## src/rtl/battery_discharge_statistics_core_macros.svh

```systemverilog
// Assertion helpers used by the core module to check this block.
`ifndef BATTERY_DISCHARGE_STATISTICS_CORE_MACROS_SVH
`define BATTERY_DISCHARGE_STATISTICS_CORE_MACROS_SVH

// The consequent must hold in the same cycle as the antecedent.
`define BDS_ASSERT_NOW(label, clk, rst, ante, cons, msg) \
   label: assert property (@(posedge clk) disable iff (rst) (ante) |-> (cons)) \
      else $error(msg);

// The consequent must hold in the cycle after the antecedent.
`define BDS_ASSERT_NEXT(label, clk, rst, ante, cons, msg) \
   label: assert property (@(posedge clk) disable iff (rst) (ante) |=> (cons)) \
      else $error(msg);

`endif

```

## src/rtl/bds_pkg.sv

```systemverilog
package bds_pkg;

   // Field widths.
   localparam int VOLT_W   = 13;
   localparam int PCT_W    = 7;
   localparam int TIME_W   = 40;
   localparam int CNT_W    = 32;
   localparam int NORM_W   = 42;
   localparam int SCALE_W  = 7;
   localparam int PROD_W   = TIME_W + SCALE_W;
   localparam int DIV_STEPS = PROD_W;
   localparam int STEP_W   = $clog2(DIV_STEPS);

   // Configuration port.
   localparam int CSR_IDX_W  = 3;
   localparam int CSR_DATA_W = VOLT_W;

   typedef enum logic [CSR_IDX_W-1:0] {
      CSR_VALID_LOW  = 3'd0,
      CSR_VALID_HIGH = 3'd1,
      CSR_START_PCT  = 3'd2,
      CSR_END_PCT    = 3'd3,
      CSR_MIN_USED   = 3'd4
   } csr_index_type;

   // Reset values of the configuration registers.
   localparam logic [VOLT_W-1:0] VALID_LOW_RESET  = 13'd2500;
   localparam logic [VOLT_W-1:0] VALID_HIGH_RESET = 13'd4500;
   localparam logic [PCT_W-1:0]  START_PCT_RESET  = 7'd95;
   localparam logic [PCT_W-1:0]  END_PCT_RESET    = 7'd20;
   localparam logic [PCT_W-1:0]  MIN_USED_RESET   = 7'd60;

   // Arithmetic constants.
   localparam logic [PCT_W-1:0]   FULL_PERCENT    = 7'd100;
   localparam logic [CNT_W-1:0]   TENTHS_PER_PCT  = 32'd10;
   localparam logic [SCALE_W-1:0] NORM_SCALE      = 7'd100;
   localparam logic [VOLT_W-1:0]  VOLT_MIN_RESET  = '1;

   typedef struct packed {
      logic [VOLT_W-1:0] valid_low_mv;
      logic [VOLT_W-1:0] valid_high_mv;
      logic [PCT_W-1:0]  start_percent;
      logic [PCT_W-1:0]  end_percent;
      logic [PCT_W-1:0]  min_consumed;
   } cfg_type;

   typedef struct packed {
      logic [VOLT_W-1:0] voltage_mv;
      logic [PCT_W-1:0]  charge_percent;
      logic              is_charging;
      logic              is_full;
      logic [TIME_W-1:0] runtime_ms;
   } req_item_type;

   typedef struct packed {
      logic [CNT_W-1:0]  charge_sessions;
      logic [CNT_W-1:0]  charged_tenths;
      logic [CNT_W-1:0]  full_events;
      logic [CNT_W-1:0]  sample_count;
      logic [NORM_W-1:0] latest_norm_ms;
      logic [NORM_W-1:0] reference_norm_ms;
      logic [VOLT_W-1:0] min_mv;
      logic [VOLT_W-1:0] max_mv;
      logic              save_request;
      logic              tracking_active;
   } rsp_item_type;

   // Commands from the controller to the datapath.
   typedef struct packed {
      logic capture;
      logic update;
      logic mul;
      logic div_step;
      logic finish;
      logic load_out;
   } dp_cmd_type;

   // Status from the datapath to the controller.
   typedef struct packed {
      logic need_div;
   } dp_status_type;

endpackage

```

## src/rtl/bds_if.sv

```systemverilog
// Input channel: one battery sample per item.
interface bds_req_if;
   import bds_pkg::*;

   logic              valid;
   logic              ready;
   logic [VOLT_W-1:0] voltage_mv;
   logic [PCT_W-1:0]  charge_percent;
   logic              is_charging;
   logic              is_full;
   logic [TIME_W-1:0] runtime_ms;

   modport source (output valid, voltage_mv, charge_percent, is_charging, is_full,
                   runtime_ms, input ready);
   modport sink (input valid, voltage_mv, charge_percent, is_charging, is_full,
                 runtime_ms, output ready);
endinterface

// Result channel: the statistics after each sample.
interface bds_rsp_if;
   import bds_pkg::*;

   logic              valid;
   logic              ready;
   logic [CNT_W-1:0]  charge_sessions;
   logic [CNT_W-1:0]  charged_tenths;
   logic [CNT_W-1:0]  full_events;
   logic [CNT_W-1:0]  sample_count;
   logic [NORM_W-1:0] latest_norm_ms;
   logic [NORM_W-1:0] reference_norm_ms;
   logic [VOLT_W-1:0] min_mv;
   logic [VOLT_W-1:0] max_mv;
   logic              save_request;
   logic              tracking_active;

   modport source (output valid, charge_sessions, charged_tenths, full_events,
                   sample_count, latest_norm_ms, reference_norm_ms, min_mv, max_mv,
                   save_request, tracking_active, input ready);
   modport sink (input valid, charge_sessions, charged_tenths, full_events,
                 sample_count, latest_norm_ms, reference_norm_ms, min_mv, max_mv,
                 save_request, tracking_active, output ready);
endinterface

```

## src/rtl/battery_discharge_statistics_core.sv

```systemverilog
// Battery discharge statistics core.
// Each item on req_ch is one battery sample (voltage, percent, charger flags,
// accumulated runtime). Each accepted item yields exactly one item on rsp_ch
// carrying the counters, voltage extremes and normalized run times after it.
// Both channels use valid/ready; an item moves when both are high.
// A sample that completes a counted discharge run goes through an update step,
// a scaling multiply, a 47-step restoring divider that yields one quotient bit
// per cycle, a step to take the quotient and the load of the output register,
// after which rsp_ch.valid rises. Any other sample goes through the update and
// the load only. req_ch.ready is high only while no sample is in work, so a new
// item is taken only after the last one has been loaded into the output register.
// The result sits in an output register; a new sample is accepted while it
// waits, and that sample's result is held back until rsp_ch takes the old one.
// The csr_ port writes one register per cycle at csr_we; write it only while
// the block is idle.
// Synchronous reset restores the register defaults and clears all statistics.
module battery_discharge_statistics_core (
   input  logic                           clock,
   input  logic                           reset,
   bds_req_if.sink                        req_ch,
   bds_rsp_if.source                      rsp_ch,
   input  logic                           csr_we,
   input  logic [bds_pkg::CSR_IDX_W-1:0]  csr_index,
   input  logic [bds_pkg::CSR_DATA_W-1:0] csr_wdata
);
   import bds_pkg::*;

   `include "battery_discharge_statistics_core_macros.svh"

   cfg_type       cfg;
   req_item_type  req_item;
   rsp_item_type  rsp_item;
   dp_cmd_type    cmd;
   dp_status_type status;

   // Pack the incoming sample.
   assign req_item.voltage_mv     = req_ch.voltage_mv;
   assign req_item.charge_percent = req_ch.charge_percent;
   assign req_item.is_charging    = req_ch.is_charging;
   assign req_item.is_full        = req_ch.is_full;
   assign req_item.runtime_ms     = req_ch.runtime_ms;

   bds_csr u_csr (
      .clock     (clock),
      .reset     (reset),
      .csr_we    (csr_we),
      .csr_index (csr_index),
      .csr_wdata (csr_wdata),
      .cfg       (cfg)
   );

   bds_ctrl u_ctrl (
      .clock     (clock),
      .reset     (reset),
      .req_valid (req_ch.valid),
      .req_ready (req_ch.ready),
      .rsp_valid (rsp_ch.valid),
      .rsp_ready (rsp_ch.ready),
      .status    (status),
      .cmd       (cmd)
   );

   bds_dp u_dp (
      .clock    (clock),
      .reset    (reset),
      .cfg      (cfg),
      .req_item (req_item),
      .cmd      (cmd),
      .status   (status),
      .rsp_item (rsp_item)
   );

   // Unpack the result item.
   assign rsp_ch.charge_sessions   = rsp_item.charge_sessions;
   assign rsp_ch.charged_tenths    = rsp_item.charged_tenths;
   assign rsp_ch.full_events       = rsp_item.full_events;
   assign rsp_ch.sample_count      = rsp_item.sample_count;
   assign rsp_ch.latest_norm_ms    = rsp_item.latest_norm_ms;
   assign rsp_ch.reference_norm_ms = rsp_item.reference_norm_ms;
   assign rsp_ch.min_mv            = rsp_item.min_mv;
   assign rsp_ch.max_mv            = rsp_item.max_mv;
   assign rsp_ch.save_request      = rsp_item.save_request;
   assign rsp_ch.tracking_active   = rsp_item.tracking_active;

   // Only one sample is in work at a time.
   `BDS_ASSERT_NEXT(a_one_in_work, clock, reset, req_ch.valid && req_ch.ready, !req_ch.ready, "sample accepted while another is in work")

   // A completed run always ends tracking.
   `BDS_ASSERT_NOW(a_save_ends_run, clock, reset, rsp_ch.valid && rsp_ch.save_request, !rsp_ch.tracking_active, "save request with tracking still active")

   // The reference never falls below the latest normalized value.
   `BDS_ASSERT_NOW(a_reference_max, clock, reset, rsp_ch.valid, rsp_ch.reference_norm_ms >= rsp_ch.latest_norm_ms, "reference below latest normalized run time")

endmodule

```

## src/rtl/bds_csr.sv

```systemverilog
module bds_csr (
   input  logic                            clock,
   input  logic                            reset,
   input  logic                            csr_we,
   input  logic [bds_pkg::CSR_IDX_W-1:0]   csr_index,
   input  logic [bds_pkg::CSR_DATA_W-1:0]  csr_wdata,
   output bds_pkg::cfg_type                cfg
);
   import bds_pkg::*;

   cfg_type cfg_ff;
   cfg_type cfg_in;

   // Decode a write into the addressed register; other indexes are ignored.
   always_comb begin
      cfg_in = cfg_ff;
      if (csr_we) begin
         unique case (csr_index)
            CSR_VALID_LOW:  cfg_in.valid_low_mv  = csr_wdata[VOLT_W-1:0];
            CSR_VALID_HIGH: cfg_in.valid_high_mv = csr_wdata[VOLT_W-1:0];
            CSR_START_PCT:  cfg_in.start_percent = csr_wdata[PCT_W-1:0];
            CSR_END_PCT:    cfg_in.end_percent   = csr_wdata[PCT_W-1:0];
            CSR_MIN_USED:   cfg_in.min_consumed  = csr_wdata[PCT_W-1:0];
            default: begin
            end
         endcase
      end
   end

   always_ff @(posedge clock) begin
      if (reset) begin
         cfg_ff.valid_low_mv  <= VALID_LOW_RESET;
         cfg_ff.valid_high_mv <= VALID_HIGH_RESET;
         cfg_ff.start_percent <= START_PCT_RESET;
         cfg_ff.end_percent   <= END_PCT_RESET;
         cfg_ff.min_consumed  <= MIN_USED_RESET;
      end else begin
         cfg_ff <= cfg_in;
      end
   end

   assign cfg = cfg_ff;

endmodule

```

## src/rtl/bds_ctrl.sv

```systemverilog
module bds_ctrl (
   input  logic                   clock,
   input  logic                   reset,
   input  logic                   req_valid,
   output logic                   req_ready,
   output logic                   rsp_valid,
   input  logic                   rsp_ready,
   input  bds_pkg::dp_status_type status,
   output bds_pkg::dp_cmd_type    cmd
);
   import bds_pkg::*;

   typedef enum logic [2:0] {
      ST_IDLE,
      ST_UPDATE,
      ST_MUL,
      ST_DIV,
      ST_FIN,
      ST_OUT
   } state_type;

   localparam logic [STEP_W-1:0] STEP_LAST = STEP_W'(DIV_STEPS - 1);

   state_type         state_ff;
   state_type         state_in;
   logic              rsp_valid_ff;
   logic              rsp_valid_in;
   logic [STEP_W-1:0] step_ff;
   logic [STEP_W-1:0] step_in;
   logic              out_free;

   // The result register is free when empty or being drained this cycle.
   assign out_free = !rsp_valid_ff || rsp_ready;

   // Next state and datapath commands.
   always_comb begin
      state_in     = state_ff;
      step_in      = step_ff;
      rsp_valid_in = rsp_valid_ff && !rsp_ready;
      cmd          = '0;
      unique case (state_ff)
         ST_IDLE: begin
            if (req_valid) begin
               cmd.capture = 1'b1;
               state_in    = ST_UPDATE;
            end
         end
         ST_UPDATE: begin
            cmd.update = 1'b1;
            state_in   = status.need_div ? ST_MUL : ST_OUT;
         end
         ST_MUL: begin
            cmd.mul  = 1'b1;
            step_in  = '0;
            state_in = ST_DIV;
         end
         ST_DIV: begin
            cmd.div_step = 1'b1;
            step_in      = step_ff + 1'b1;
            if (step_ff == STEP_LAST) begin
               state_in = ST_FIN;
            end
         end
         ST_FIN: begin
            cmd.finish = 1'b1;
            state_in   = ST_OUT;
         end
         ST_OUT: begin
            if (out_free) begin
               cmd.load_out = 1'b1;
               rsp_valid_in = 1'b1;
               state_in     = ST_IDLE;
            end
         end
         default: begin
            state_in = ST_IDLE;
         end
      endcase
   end

   always_ff @(posedge clock) begin
      if (reset) begin
         state_ff     <= ST_IDLE;
         rsp_valid_ff <= 1'b0;
         step_ff      <= '0;
      end else begin
         state_ff     <= state_in;
         rsp_valid_ff <= rsp_valid_in;
         step_ff      <= step_in;
      end
   end

   assign req_ready = (state_ff == ST_IDLE);
   assign rsp_valid = rsp_valid_ff;

endmodule

```

## src/rtl/bds_dp.sv

```systemverilog
module bds_dp (
   input  logic                    clock,
   input  logic                    reset,
   input  bds_pkg::cfg_type        cfg,
   input  bds_pkg::req_item_type   req_item,
   input  bds_pkg::dp_cmd_type     cmd,
   output bds_pkg::dp_status_type  status,
   output bds_pkg::rsp_item_type   rsp_item
);
   import bds_pkg::*;

   // Captured sample and result register.
   req_item_type in_ff;
   rsp_item_type rsp_ff;

   // Statistics state.
   logic              prev_chg_ff;
   logic              prev_full_ff;
   logic [PCT_W-1:0]  prev_pct_ff;
   logic              tracking_ff;
   logic [PCT_W-1:0]  start_pct_ff;
   logic [TIME_W-1:0] start_time_ff;
   logic [VOLT_W-1:0] volt_min_ff;
   logic [VOLT_W-1:0] volt_max_ff;
   logic [CNT_W-1:0]  sessions_ff;
   logic [CNT_W-1:0]  tenths_ff;
   logic [CNT_W-1:0]  full_cnt_ff;
   logic [CNT_W-1:0]  samples_ff;
   logic [NORM_W-1:0] latest_ff;
   logic [NORM_W-1:0] reference_ff;
   logic              save_ff;

   // Division operands and working registers.
   logic [TIME_W-1:0] elapsed_ff;
   logic [PCT_W-1:0]  used_ff;
   logic [PROD_W-1:0] quo_ff;
   logic [PCT_W-1:0]  rem_ff;

   // Update logic signals.
   logic              volt_ok;
   logic              chg_rise;
   logic              full_rise;
   logic [PCT_W-1:0]  prev_eff;
   logic              add_tenths;
   logic [PCT_W-1:0]  pct_delta;
   logic              trk_a;
   logic [PCT_W-1:0]  spct_a;
   logic [TIME_W-1:0] stime_a;
   logic              begin_run;
   logic              trk_b;
   logic [PCT_W-1:0]  spct_b;
   logic [TIME_W-1:0] stime_b;
   logic              end_run;
   logic [PCT_W-1:0]  used;
   logic [PCT_W:0]    trial;
   logic              trial_ge;
   logic [NORM_W-1:0] norm;

   // Voltage window, edges and the charging accumulation.
   assign volt_ok    = (in_ff.voltage_mv >= cfg.valid_low_mv) &&
                       (in_ff.voltage_mv <= cfg.valid_high_mv);
   assign chg_rise   = in_ff.is_charging && !prev_chg_ff;
   assign full_rise  = in_ff.is_full && !prev_full_ff;
   assign prev_eff   = chg_rise ? in_ff.charge_percent : prev_pct_ff;
   assign add_tenths = in_ff.is_charging && (in_ff.charge_percent > prev_eff);
   assign pct_delta  = in_ff.charge_percent - prev_eff;

   // Run tracking: a full-charge edge restarts at 100 percent, then the
   // start threshold on battery, then the end threshold.
   assign trk_a   = full_rise ? 1'b1 : tracking_ff;
   assign spct_a  = full_rise ? FULL_PERCENT : start_pct_ff;
   assign stime_a = full_rise ? in_ff.runtime_ms : start_time_ff;

   assign begin_run = !in_ff.is_charging && !in_ff.is_full && !trk_a &&
                      (in_ff.charge_percent >= cfg.start_percent);
   assign trk_b   = begin_run ? 1'b1 : trk_a;
   assign spct_b  = begin_run ? in_ff.charge_percent : spct_a;
   assign stime_b = begin_run ? in_ff.runtime_ms : stime_a;

   assign end_run = !in_ff.is_charging && !in_ff.is_full && trk_b &&
                    (in_ff.charge_percent <= cfg.end_percent);
   assign used    = (spct_b > in_ff.charge_percent) ? (spct_b - in_ff.charge_percent)
                                                    : '0;

   assign status.need_div = end_run && (used != '0) && (used >= cfg.min_consumed);

   // One restoring division step: shift in the next dividend bit.
   assign trial    = {rem_ff, quo_ff[PROD_W-1]};
   assign trial_ge = (trial >= {1'b0, used_ff});

   // Saturate the quotient to the result range.
   assign norm = (quo_ff[PROD_W-1:NORM_W] != '0) ? '1 : quo_ff[NORM_W-1:0];

   // Sample capture.
   always_ff @(posedge clock) begin
      if (cmd.capture) begin
         in_ff <= req_item;
      end
   end

   // Statistics state.
   always_ff @(posedge clock) begin
      if (reset) begin
         prev_chg_ff   <= 1'b0;
         prev_full_ff  <= 1'b0;
         prev_pct_ff   <= '0;
         tracking_ff   <= 1'b0;
         start_pct_ff  <= '0;
         start_time_ff <= '0;
         volt_min_ff   <= VOLT_MIN_RESET;
         volt_max_ff   <= '0;
         sessions_ff   <= '0;
         tenths_ff     <= '0;
         full_cnt_ff   <= '0;
         samples_ff    <= '0;
         latest_ff     <= '0;
         reference_ff  <= '0;
         save_ff       <= 1'b0;
      end else if (cmd.update) begin
         if (volt_ok && (in_ff.voltage_mv < volt_min_ff)) begin
            volt_min_ff <= in_ff.voltage_mv;
         end
         if (volt_ok && (in_ff.voltage_mv > volt_max_ff)) begin
            volt_max_ff <= in_ff.voltage_mv;
         end
         if (chg_rise) begin
            sessions_ff <= sessions_ff + 1'b1;
         end
         if (add_tenths) begin
            tenths_ff <= tenths_ff + CNT_W'(pct_delta) * TENTHS_PER_PCT;
         end
         if (full_rise) begin
            full_cnt_ff <= full_cnt_ff + 1'b1;
         end
         tracking_ff   <= trk_b && !end_run;
         start_pct_ff  <= spct_b;
         start_time_ff <= stime_b;
         prev_chg_ff   <= in_ff.is_charging;
         prev_full_ff  <= in_ff.is_full;
         prev_pct_ff   <= in_ff.charge_percent;
         save_ff       <= 1'b0;
      end else if (cmd.finish) begin
         latest_ff <= norm;
         if (norm > reference_ff) begin
            reference_ff <= norm;
         end
         samples_ff <= samples_ff + 1'b1;
         save_ff    <= 1'b1;
      end
   end

   // Division operands, scaling and the restoring divider.
   always_ff @(posedge clock) begin
      if (cmd.update) begin
         elapsed_ff <= in_ff.runtime_ms - stime_b;
         used_ff    <= used;
      end
      if (cmd.mul) begin
         quo_ff <= PROD_W'(elapsed_ff) * PROD_W'(NORM_SCALE);
         rem_ff <= '0;
      end else if (cmd.div_step) begin
         quo_ff <= {quo_ff[PROD_W-2:0], trial_ge};
         rem_ff <= trial_ge ? PCT_W'(trial - {1'b0, used_ff}) : trial[PCT_W-1:0];
      end
   end

   // Result register.
   always_ff @(posedge clock) begin
      if (cmd.load_out) begin
         rsp_ff.charge_sessions   <= sessions_ff;
         rsp_ff.charged_tenths    <= tenths_ff;
         rsp_ff.full_events       <= full_cnt_ff;
         rsp_ff.sample_count      <= samples_ff;
         rsp_ff.latest_norm_ms    <= latest_ff;
         rsp_ff.reference_norm_ms <= reference_ff;
         rsp_ff.min_mv            <= volt_min_ff;
         rsp_ff.max_mv            <= volt_max_ff;
         rsp_ff.save_request      <= save_ff;
         rsp_ff.tracking_active   <= tracking_ff;
      end
   end

   assign rsp_item = rsp_ff;

endmodule
```

## src/flat_wrapper.sv

```systemverilog
// flat-port wrapper written by rule: the top's interface ports become plain ports
module battery_discharge_statistics_core_flat import bds_pkg::*;
  (clock, reset, csr_we, csr_index, csr_wdata, req_ch_valid, req_ch_voltage_mv, req_ch_charge_percent, req_ch_is_charging, req_ch_is_full, req_ch_runtime_ms, req_ch_ready, rsp_ch_valid, rsp_ch_charge_sessions, rsp_ch_charged_tenths, rsp_ch_full_events, rsp_ch_sample_count, rsp_ch_latest_norm_ms, rsp_ch_reference_norm_ms, rsp_ch_min_mv, rsp_ch_max_mv, rsp_ch_save_request, rsp_ch_tracking_active, rsp_ch_ready);
  bds_req_if req_ch_i ();
  bds_rsp_if rsp_ch_i ();
  input  logic clock;
  input  logic reset;
  input  logic csr_we;
  input  logic [bds_pkg::CSR_IDX_W-1:0] csr_index;
  input  logic [bds_pkg::CSR_DATA_W-1:0] csr_wdata;
  input wire logic [$bits(req_ch_i.valid)-1:0] req_ch_valid;
  input wire logic [$bits(req_ch_i.voltage_mv)-1:0] req_ch_voltage_mv;
  input wire logic [$bits(req_ch_i.charge_percent)-1:0] req_ch_charge_percent;
  input wire logic [$bits(req_ch_i.is_charging)-1:0] req_ch_is_charging;
  input wire logic [$bits(req_ch_i.is_full)-1:0] req_ch_is_full;
  input wire logic [$bits(req_ch_i.runtime_ms)-1:0] req_ch_runtime_ms;
  output wire logic [$bits(req_ch_i.ready)-1:0] req_ch_ready;
  output wire logic [$bits(rsp_ch_i.valid)-1:0] rsp_ch_valid;
  output wire logic [$bits(rsp_ch_i.charge_sessions)-1:0] rsp_ch_charge_sessions;
  output wire logic [$bits(rsp_ch_i.charged_tenths)-1:0] rsp_ch_charged_tenths;
  output wire logic [$bits(rsp_ch_i.full_events)-1:0] rsp_ch_full_events;
  output wire logic [$bits(rsp_ch_i.sample_count)-1:0] rsp_ch_sample_count;
  output wire logic [$bits(rsp_ch_i.latest_norm_ms)-1:0] rsp_ch_latest_norm_ms;
  output wire logic [$bits(rsp_ch_i.reference_norm_ms)-1:0] rsp_ch_reference_norm_ms;
  output wire logic [$bits(rsp_ch_i.min_mv)-1:0] rsp_ch_min_mv;
  output wire logic [$bits(rsp_ch_i.max_mv)-1:0] rsp_ch_max_mv;
  output wire logic [$bits(rsp_ch_i.save_request)-1:0] rsp_ch_save_request;
  output wire logic [$bits(rsp_ch_i.tracking_active)-1:0] rsp_ch_tracking_active;
  input wire logic [$bits(rsp_ch_i.ready)-1:0] rsp_ch_ready;
  assign req_ch_i.valid = req_ch_valid;
  assign req_ch_i.voltage_mv = req_ch_voltage_mv;
  assign req_ch_i.charge_percent = req_ch_charge_percent;
  assign req_ch_i.is_charging = req_ch_is_charging;
  assign req_ch_i.is_full = req_ch_is_full;
  assign req_ch_i.runtime_ms = req_ch_runtime_ms;
  assign req_ch_ready = req_ch_i.ready;
  assign rsp_ch_valid = rsp_ch_i.valid;
  assign rsp_ch_charge_sessions = rsp_ch_i.charge_sessions;
  assign rsp_ch_charged_tenths = rsp_ch_i.charged_tenths;
  assign rsp_ch_full_events = rsp_ch_i.full_events;
  assign rsp_ch_sample_count = rsp_ch_i.sample_count;
  assign rsp_ch_latest_norm_ms = rsp_ch_i.latest_norm_ms;
  assign rsp_ch_reference_norm_ms = rsp_ch_i.reference_norm_ms;
  assign rsp_ch_min_mv = rsp_ch_i.min_mv;
  assign rsp_ch_max_mv = rsp_ch_i.max_mv;
  assign rsp_ch_save_request = rsp_ch_i.save_request;
  assign rsp_ch_tracking_active = rsp_ch_i.tracking_active;
  assign rsp_ch_i.ready = rsp_ch_ready;
  battery_discharge_statistics_core u_core (.clock(clock), .reset(reset), .req_ch(req_ch_i), .rsp_ch(rsp_ch_i), .csr_we(csr_we), .csr_index(csr_index), .csr_wdata(csr_wdata));
endmodule
```

## config.mk

```make
export PLATFORM = sky130hd
export DESIGN_NAME = battery_discharge_statistics_core_flat
export DESIGN_NICKNAME = d
export VERILOG_FILES = /design/src/rtl/bds_pkg.sv /design/src/rtl/bds_if.sv /design/src/rtl/battery_discharge_statistics_core.sv /design/src/rtl/bds_csr.sv /design/src/rtl/bds_ctrl.sv /design/src/rtl/bds_dp.sv /design/src/flat_wrapper.sv
export VERILOG_INCLUDE_DIRS = /design/src /design/src/rtl
export SDC_FILE = /design/constraint.sdc
export NUM_CORES = 2
export LEC_CHECK = 0
export BUFFER_PORTS_ARGS = -buffer_cell sky130_fd_sc_hd__buf_2
export CORE_UTILIZATION = 42
export CTS_CLUSTER_SIZE = 30
export DETAILED_ROUTE_END_ITERATION = 8
export SKIP_CTS_REPAIR_TIMING = 1
export SYNTH_ARGS = -nofsm -noshare
export SYNTH_HDL_FRONTEND = slang
export SYNTH_SLANG_ARGS = --single-unit
```

## constraint.sdc

```tcl
create_clock -name clock -period 14.6 [get_ports clock]
set_input_delay 2.92 -clock clock [delete_from_list [all_inputs] [get_ports clock]]
set_output_delay 2.92 -clock clock [all_outputs]
set_load 0.01 [all_outputs]
```

* Word-level counts from Yosys, hierarchy flattened
Cells that the tools add are included.
** Word-level totals
- Bits in read-only memories :: 0
- Bits in latches :: 0
- Input port bits :: 83
- Memory bits (writable) :: 0
- Memories :: 0
- Output and inout port bits :: 242
- Flip-flop bits (word level) :: 756
** Cells by class
- Add/subtract/negate cells :: 9
- Divide/modulo/power cells :: 0
- $lt $le $gt $ge :: 11
- Bitwise gates (word level) :: 1
- Multiply operators :: 2
- Shift-type cells :: 0
- Muxes and demuxes :: 28
- Equality and inequality tests :: 13
- Reductions and logical operators :: 44
** Operator list (number)
- $add 32x1->32 const B :: 3
- $mux 47 :: 2
- $mux 40 :: 2
- $mul 40x5->45 const B :: 1
- $gt 42x42->1 :: 1
- $mux 42 :: 1
- $sub 40x40->40 :: 1
- $mux 7 :: 5
- $add 32x11->32 :: 1
- $reduce_and 2->1 :: 11
- $sub 7x7->7 :: 3
- $pmux 3 s6 :: 1
- $logic_and 1x1->1 :: 15
- $ge 7x7->1 :: 2
- $gt 7x7->1 :: 2
- $ge 13x13->1 :: 1
- $gt 13x13->1 :: 1
- $le 13x13->1 :: 1
- $lt 13x13->1 :: 1
- $eq 3x2->1 const B :: 4
- $mux 1 :: 12
- $mux 3 :: 4
- $pmux 6 s2 :: 1
- $mul 7x3->10 const B :: 1
- 16 further kinds :: 31

* Logic depth before layout (Yosys ltp)
- Depth after elaboration :: 14
- Mapped depth :: 29
- Gate-level depth less buffers :: 29

* Cells and area by module
Synthesis repeated with hierarchy kept, for this count alone.
** Second synthesis, totals
- Cell total of the unflattened synthesis :: 3736
- Area total of the unflattened synthesis :: 38833.5 um2
** Modules (own cells, without submodules)
- bds_dp :: instances 1, area an instance 36371.1 um2, cells an instance 3486, sequential area each 17887.2 um2
- bds_csr :: instances 1, area an instance 1893.1 um2, cells an instance 181, sequential area each 940.9 um2
- bds_ctrl :: instances 1, area an instance 569.3 um2, cells an instance 69, sequential area each 200.2 um2

* Worst setup path after synthesis
OpenSTA, ideal clock, no wires.
- Kind :: input-to-reg
- Start :: input rsp_ch_ready
- End :: register u_core.u_dp.rsp_item[0] (netlist name)
- Stages on the path :: 2
- Arrival :: 13526 ps
- Path buffers :: 0
- Required time :: 13729 ps
- Setup time :: 871 ps
- Path slack :: 203 ps
- Cell sequence :: nand2b_1 -> nor2b_1
** RTL lines
- from (decl) :: RTL line flat_wrapper.sv:29 : input wire logic [$bits(rsp_ch_i.ready)-1:0] rsp_ch_ready;

* Final worst setup path
- Start :: register u_core.u_dp.in_ff[42] (netlist name)
- End :: register u_core.u_ctrl.state_ff[1]
** Between the ends
- Cells in the longest elaborated chain, start to end :: 10
** RTL lines
- from (decl) :: RTL line bds_dp.sv:13 : req_item_type in_ff;
- from (signal assigned) :: RTL line bds_dp.sv:97 : in_ff <= req_item;
- $ge 7x7->1 * :: RTL line bds_dp.sv:75 : (in_ff.charge_percent >= cfg.start_percent);
- $logic_and 1x1->1 * :: RTL line bds_dp.sv:74 : assign begin_run = !in_ff.is_charging && !in_ff.is_full && !trk_a &&
- $mux 7 * :: RTL line bds_dp.sv:77 : assign spct_b = begin_run ? in_ff.charge_percent : spct_a;
- net u_core.u_dp.spct_b[2] :: RTL line bds_dp.sv:51 : logic [PCT_W-1:0] spct_b;
- $sub 7x7->7 / $gt 7x7->1 (equally long branches) :: RTL line bds_dp.sv:82 : assign used = (spct_b > in_ff.charge_percent) ? (spct_b - in_ff.charge_percent)
- $mux 7 * :: RTL line bds_dp.sv:82
- branches (longest 2 deep; another with $ge 7x7->1)
- $logic_and 1x1->1 * :: RTL line bds_dp.sv:85 : assign status.need_div = end_run && (used != '0) && (used >= cfg.min_consumed);
- $mux 3 * :: RTL line bds_ctrl.sv:50 : state_in = status.need_div ? ST_MUL : ST_OUT;
- $pmux 3 s6 * :: RTL line bds_ctrl.sv:41 : unique case (state_ff)
- to (signal assigned) :: RTL line bds_ctrl.sv:87 : state_ff <= state_in;
- to (decl) :: RTL line bds_ctrl.sv:24 : state_type state_ff;
Mark *: on every way through the listed nets, which the timed path passes.
A chain may end at the register's enable or synchronous reset.

==> PnR_summary.wiki <==
{| class="wikitable"
! Metric !! Value
|-
| Count of warnings emitted by yosys || 0
|-
| Result of the run || completed
|-
| Final core area utilization || 48.6%
|-
| Post-layout min period || 5.84 ns
|-
| I/O pin count || 325
|-
| Final Hold Vio Count || 0
|-
| Cell Int Power || 6460 uW
|-
| Number of unique standard cell types used by synthesis || 81
|-
| Library cell occupying the most area in the post-synthesis netlist || edfxtp_1
|-
| Layout Area Growth over Synthesis || 14.6%
|-
| Fill cell instance count of the final layout || approximately 8400
|-
| Maximum buffer depth of the clock tree || 3
|-
| Leakage dissipation || ~0.018 uW
|-
| Number of DRC markers after the initial detailed-route iteration || roughly 1600
|-
| Post-route DRC || 0
|-
| All-layer global routing usage || a little under a fifth
|-
| Nets in the synthesized netlist || 4167
|-
| Number of flops mapped to enable cells by yosys || 393
|-
| Sum of routed wire length over all layers || 86800 um
|-
| Clock tree sinks || around 750
|-
| Buffer type at the clock tree root || clkbuf_16
|-
| Reported net switching power || 4660 uW
|-
| CTS buffer count || 83
|-
| Routed WL per cell || 16.5 um
|-
| Die boundary width || 304 um
|-
| Placer's final routability congestion estimate || 0.826
|-
| Sequential share of power || 25.9%
|-
| Path type of the worst min-delay path || reg -> reg
|-
| Power consumption || 11100 uW
|-
| Final antenna diode count || 0
|-
| Largest net degree at the start of global routing || about 190
|-
| Switching part of the total || 41.9%
|-
| Full die area || around 90000 um^2
|-
| Sum of negative setup slack || 0 ns
|-
| Post-route ant nets || 0
|-
| Wire length of the first global-routing pass || 139000 um
|-
| Worst VDD drop || 0.000182 V
|-
| Count of port buffers added during placement || approximately 320
|-
| DP Wirelength || 61800 um
|-
| Latest clock arrival within the worst-skew pair || about 0.65 ns
|-
| GRT Residual Overflow || 0
|-
| Biggest fanout along the worst timing path || 10
|-
| Vias after detailed routing || about 27000
|-
| Layout Nets || 4447
|-
| Critical Path Source || u_core.u_dp.in_ff[42]$_DFFE_PP_
|-
| Capture instance of the worst register-to-register path || u_core.u_ctrl.state_ff[1]$_SDFFE_PP0P_
|-
| Vert. Die Dim || 304 um
|-
| Fraction of synthesized cell area taken by the top area cell type || slightly above 30%
|-
| Starting utilization of the core area || 42.4%
|-
| Clock transition time at the flip-flop clock pins of the worst setup and hold paths || 0.06 ns
|-
| Number of max-slew violations in the final report || 0
|-
| Mapped Cells || 3719
|-
| Seq cells post-synth || 754
|-
| Signal arrival time at the worst endpoint || between 6 and 7 ns
|-
| Final critical-path share of the clock period || 40.0%
|-
| Min-Delay Endpoint || u_core.u_dp.rsp_item[107]$_DFFE_PP_
|-
| Post-synthesis async set-or-reset flop share || 0%
|-
| Worst Setup End Kind || flip-flop
|-
| Data required time at the worst endpoint || 15.09 ns
|-
| Clk pwr share || 19.3%
|-
| Top library cells by usage in the layout, fill and taps aside || 397 x inv_1, 393 x edfxtp_1, 360 x dfxtp_1
|-
| Seq/Total Area, Yosys || just under 50%
|-
| Post-synthesis average cell area || 10.3 um^2
|-
| Kind of launch point of the worst setup path || flip-flop
|-
| Measured slew at the worst slew-check pin || approximately 1.4 ns
|-
| MaxCap Viol Count || 0
|-
| CTS H-tree depth || 3
|-
| Setup repair after global routing missed its margin || false
|-
| Number of global-route vias before repair || around 25000
|-
| CTS tree || built
|-
| Max Clock Freq || between 0.15 and 0.2 GHz
|-
| Cell Area, Synth || 38300 um^2
|-
| Final worst clock skew || around 0.034 ns
|-
| Origin of the worst min-delay path || u_core.u_dp.latest_ff[37]$_SDFFE_PP0P_
|-
| Ys flop type || edfxtp_1
|-
| Length in cells of the worst reg-to-reg path || 27
|-
| Register-to-register setup slack || 8.76 ns
|-
| Routed vias/inst || 5.13
|-
| Relative slew slack || 8.40%
|-
| Reg-to-reg startpoint || u_core.u_dp.in_ff[42]$_DFFE_PP_
|-
| Final standard cell area without fillers || 43800 um^2
|-
| Initial antenna violation count || 1
|-
| Commonest non-fill, non-tap cell in the layout || inv_1
|-
| Number of setup violations in the final report || 0
|-
| First-pass iteration count of the detailed router || 5
|-
| Category of the critical setup timing path || reg -> reg
|-
| Depth of the worst hold-timing path || 0
|-
| Comb power frac || 54.8%
|-
| Fraction of layout cells with a size suffix above 1 || 12.6%
|-
| Power density cells || ~250 nW/um^2
|-
| Number of placement rows || 110
|-
| Core outline area || 90100 um^2
|-
| Cell area reported after detailed placement || roughly 41000 um^2
|-
| Top cells by area in the synthesized netlist || edfxtp_1 31%, dfxtp_1 19%, ha_1 11%
|}
==> state kept, by name (all words and copies together), names as in the netlist, 13 cells and up <==
name / cells
u_core.u_dp.rsp_item: 239
u_core.u_dp.in_ff: 62
u_core.u_dp.full_cnt_ff: 32
u_core.u_dp.quo_ff: 47
u_core.u_dp.tenths_ff: 31
u_core.u_csr.cfg: 47
u_core.u_dp.volt_max_ff: 13
u_core.u_dp.reference_ff: 42
u_core.u_dp.sessions_ff: 32
u_core.u_dp.elapsed_ff: 40
u_core.u_dp.latest_ff: 42
u_core.u_dp.start_time_ff: 40
u_core.u_dp.volt_min_ff: 13
u_core.u_dp.samples_ff: 32
==> synth_stat cells, drive strengths merged (16+ instances only) <==
cell    number
edfxtp     393
nand2b      20
mux2i       68
or4         16
fa          41
nand4       44
or3         25
xor2        90
nor2       335
clkbuf     136
nor3        38
inv        400
o211ai      42
nand2      261
and3        42
dfxtp      361
nand3      119
a21o        66
o21a        33
nor2b       35
xnor2       82
a211oi     100
a21oi      239
o31ai       22
o21bai      23
ha         324
o211a       43
o21ai      130
a211o       47
==> critical path: stages (launching register included) <==
cell      delay, ns
edfxtp_1       0.45
inv_1          0.16
ha_1           0.25
nand2b_1       0.14
a21o_1         0.17
a21o_1         0.17
a211oi_1       0.31
o21bai_1       0.16
a21oi_1        0.34
nor2_1         0.24
o31a_1         0.34
ha_1           0.34
o21ai_0        0.12
a21boi_0       0.19
o21a_1         0.17
o21ai_0        0.11
a21o_1         0.24
or2_2          0.30
ha_1           0.29
nand2b_1       0.15
a21o_1         0.18
a21o_1         0.17
a21o_1         0.17
a21oi_1        0.13
o21ai_0        0.10
nand4_1        0.12
o31a_1         0.13
nor3_1         0.04
==> metal layers <==
| metal | share of wire [%] | track usage, % | vias to the layer above |
|---|---|---|---|
| met1 | 50 | 27.3 | 12600 |
| met4 | 2.1 | 4.67 | 0 |
| met5 | 0 | 0 | - |
| met2 | 44 | 28.4 | 459 |
| met3 | 3.6 | 2.94 | 111 |
| li1 | - | - | 13700 |
==> final cells by class <==
cell class	count	area [um^2]	share of cell area, %
flip-flops and latches	754	19000	43.4
well taps	1176	1470	3.36
clock buffers	115	2380	5.43
clock inverters	41	443	1.01
inverters	401	1510	3.45
multi-input cells	2414	17200	39.2
repair buffers	345	1800	4.12
==> kinds of logic (layout without fill, tap and decap cells) <==
family                     Yosys count  in the layout  synth area share (%)
and+or+nand+nor                    987            987                  12.0
AOI/OAI and AO/OA                  818            818                  14.2
DFF                                754            754                  49.7
buffers and inverters              551            902                  5.49
adders and majority gates          365            365                  12.7
xor gates and xnor gates           172            172                  3.94
muxes                               71             71                  1.87
other                                1              1               0.00980
==> stage by stage <==
stage	instances	hold slack [ns]	setup slack [ns]
global route	5246	0.434	8.30
global placement	5090	0.413	9.00
CTS	5246	0.427	8.82
floorplan	3719	0.409	0.203
detailed placement	5090	0.416	8.86
finish	5246	0.426	8.76
==> power by group through the flow <==
| stage | sequential [uW] | clock, uW | combinational [uW] |
|---|---|---|---|
| global placement | 2920 | 0 | 6040 |
| global route | 2920 | 2290 | 6970 |
| floorplan | 2920 | 0 | 4770 |
| finish | 2880 | 2150 | 6090 |
| CTS | 2880 | 2210 | 6120 |
| detailed placement | 2930 | 0 | 6070 |
==> how the worst max path moves through the flow <==
stage | end | slack (ns)
final | u_core.u_ctrl.state_ff[1]$_SDFFE_PP0P_ | 8.76
after global routing | u_core.u_dp.tenths_ff[18]$_SDFFE_PP0P_ | 8.30
after detailed placement | u_core.u_dp.tenths_ff[22]$_SDFFE_PP0P_ | 8.86
after CTS | u_core.u_dp.tenths_ff[22]$_SDFFE_PP0P_ | 8.82
after floorplan | u_core.u_dp.rsp_item[0]$_DFFE_PP_ | 0.20
after global placement | u_core.u_ctrl.state_ff[1]$_SDFFE_PP0P_ | 9.00
(Power assumes the default switching activity.)
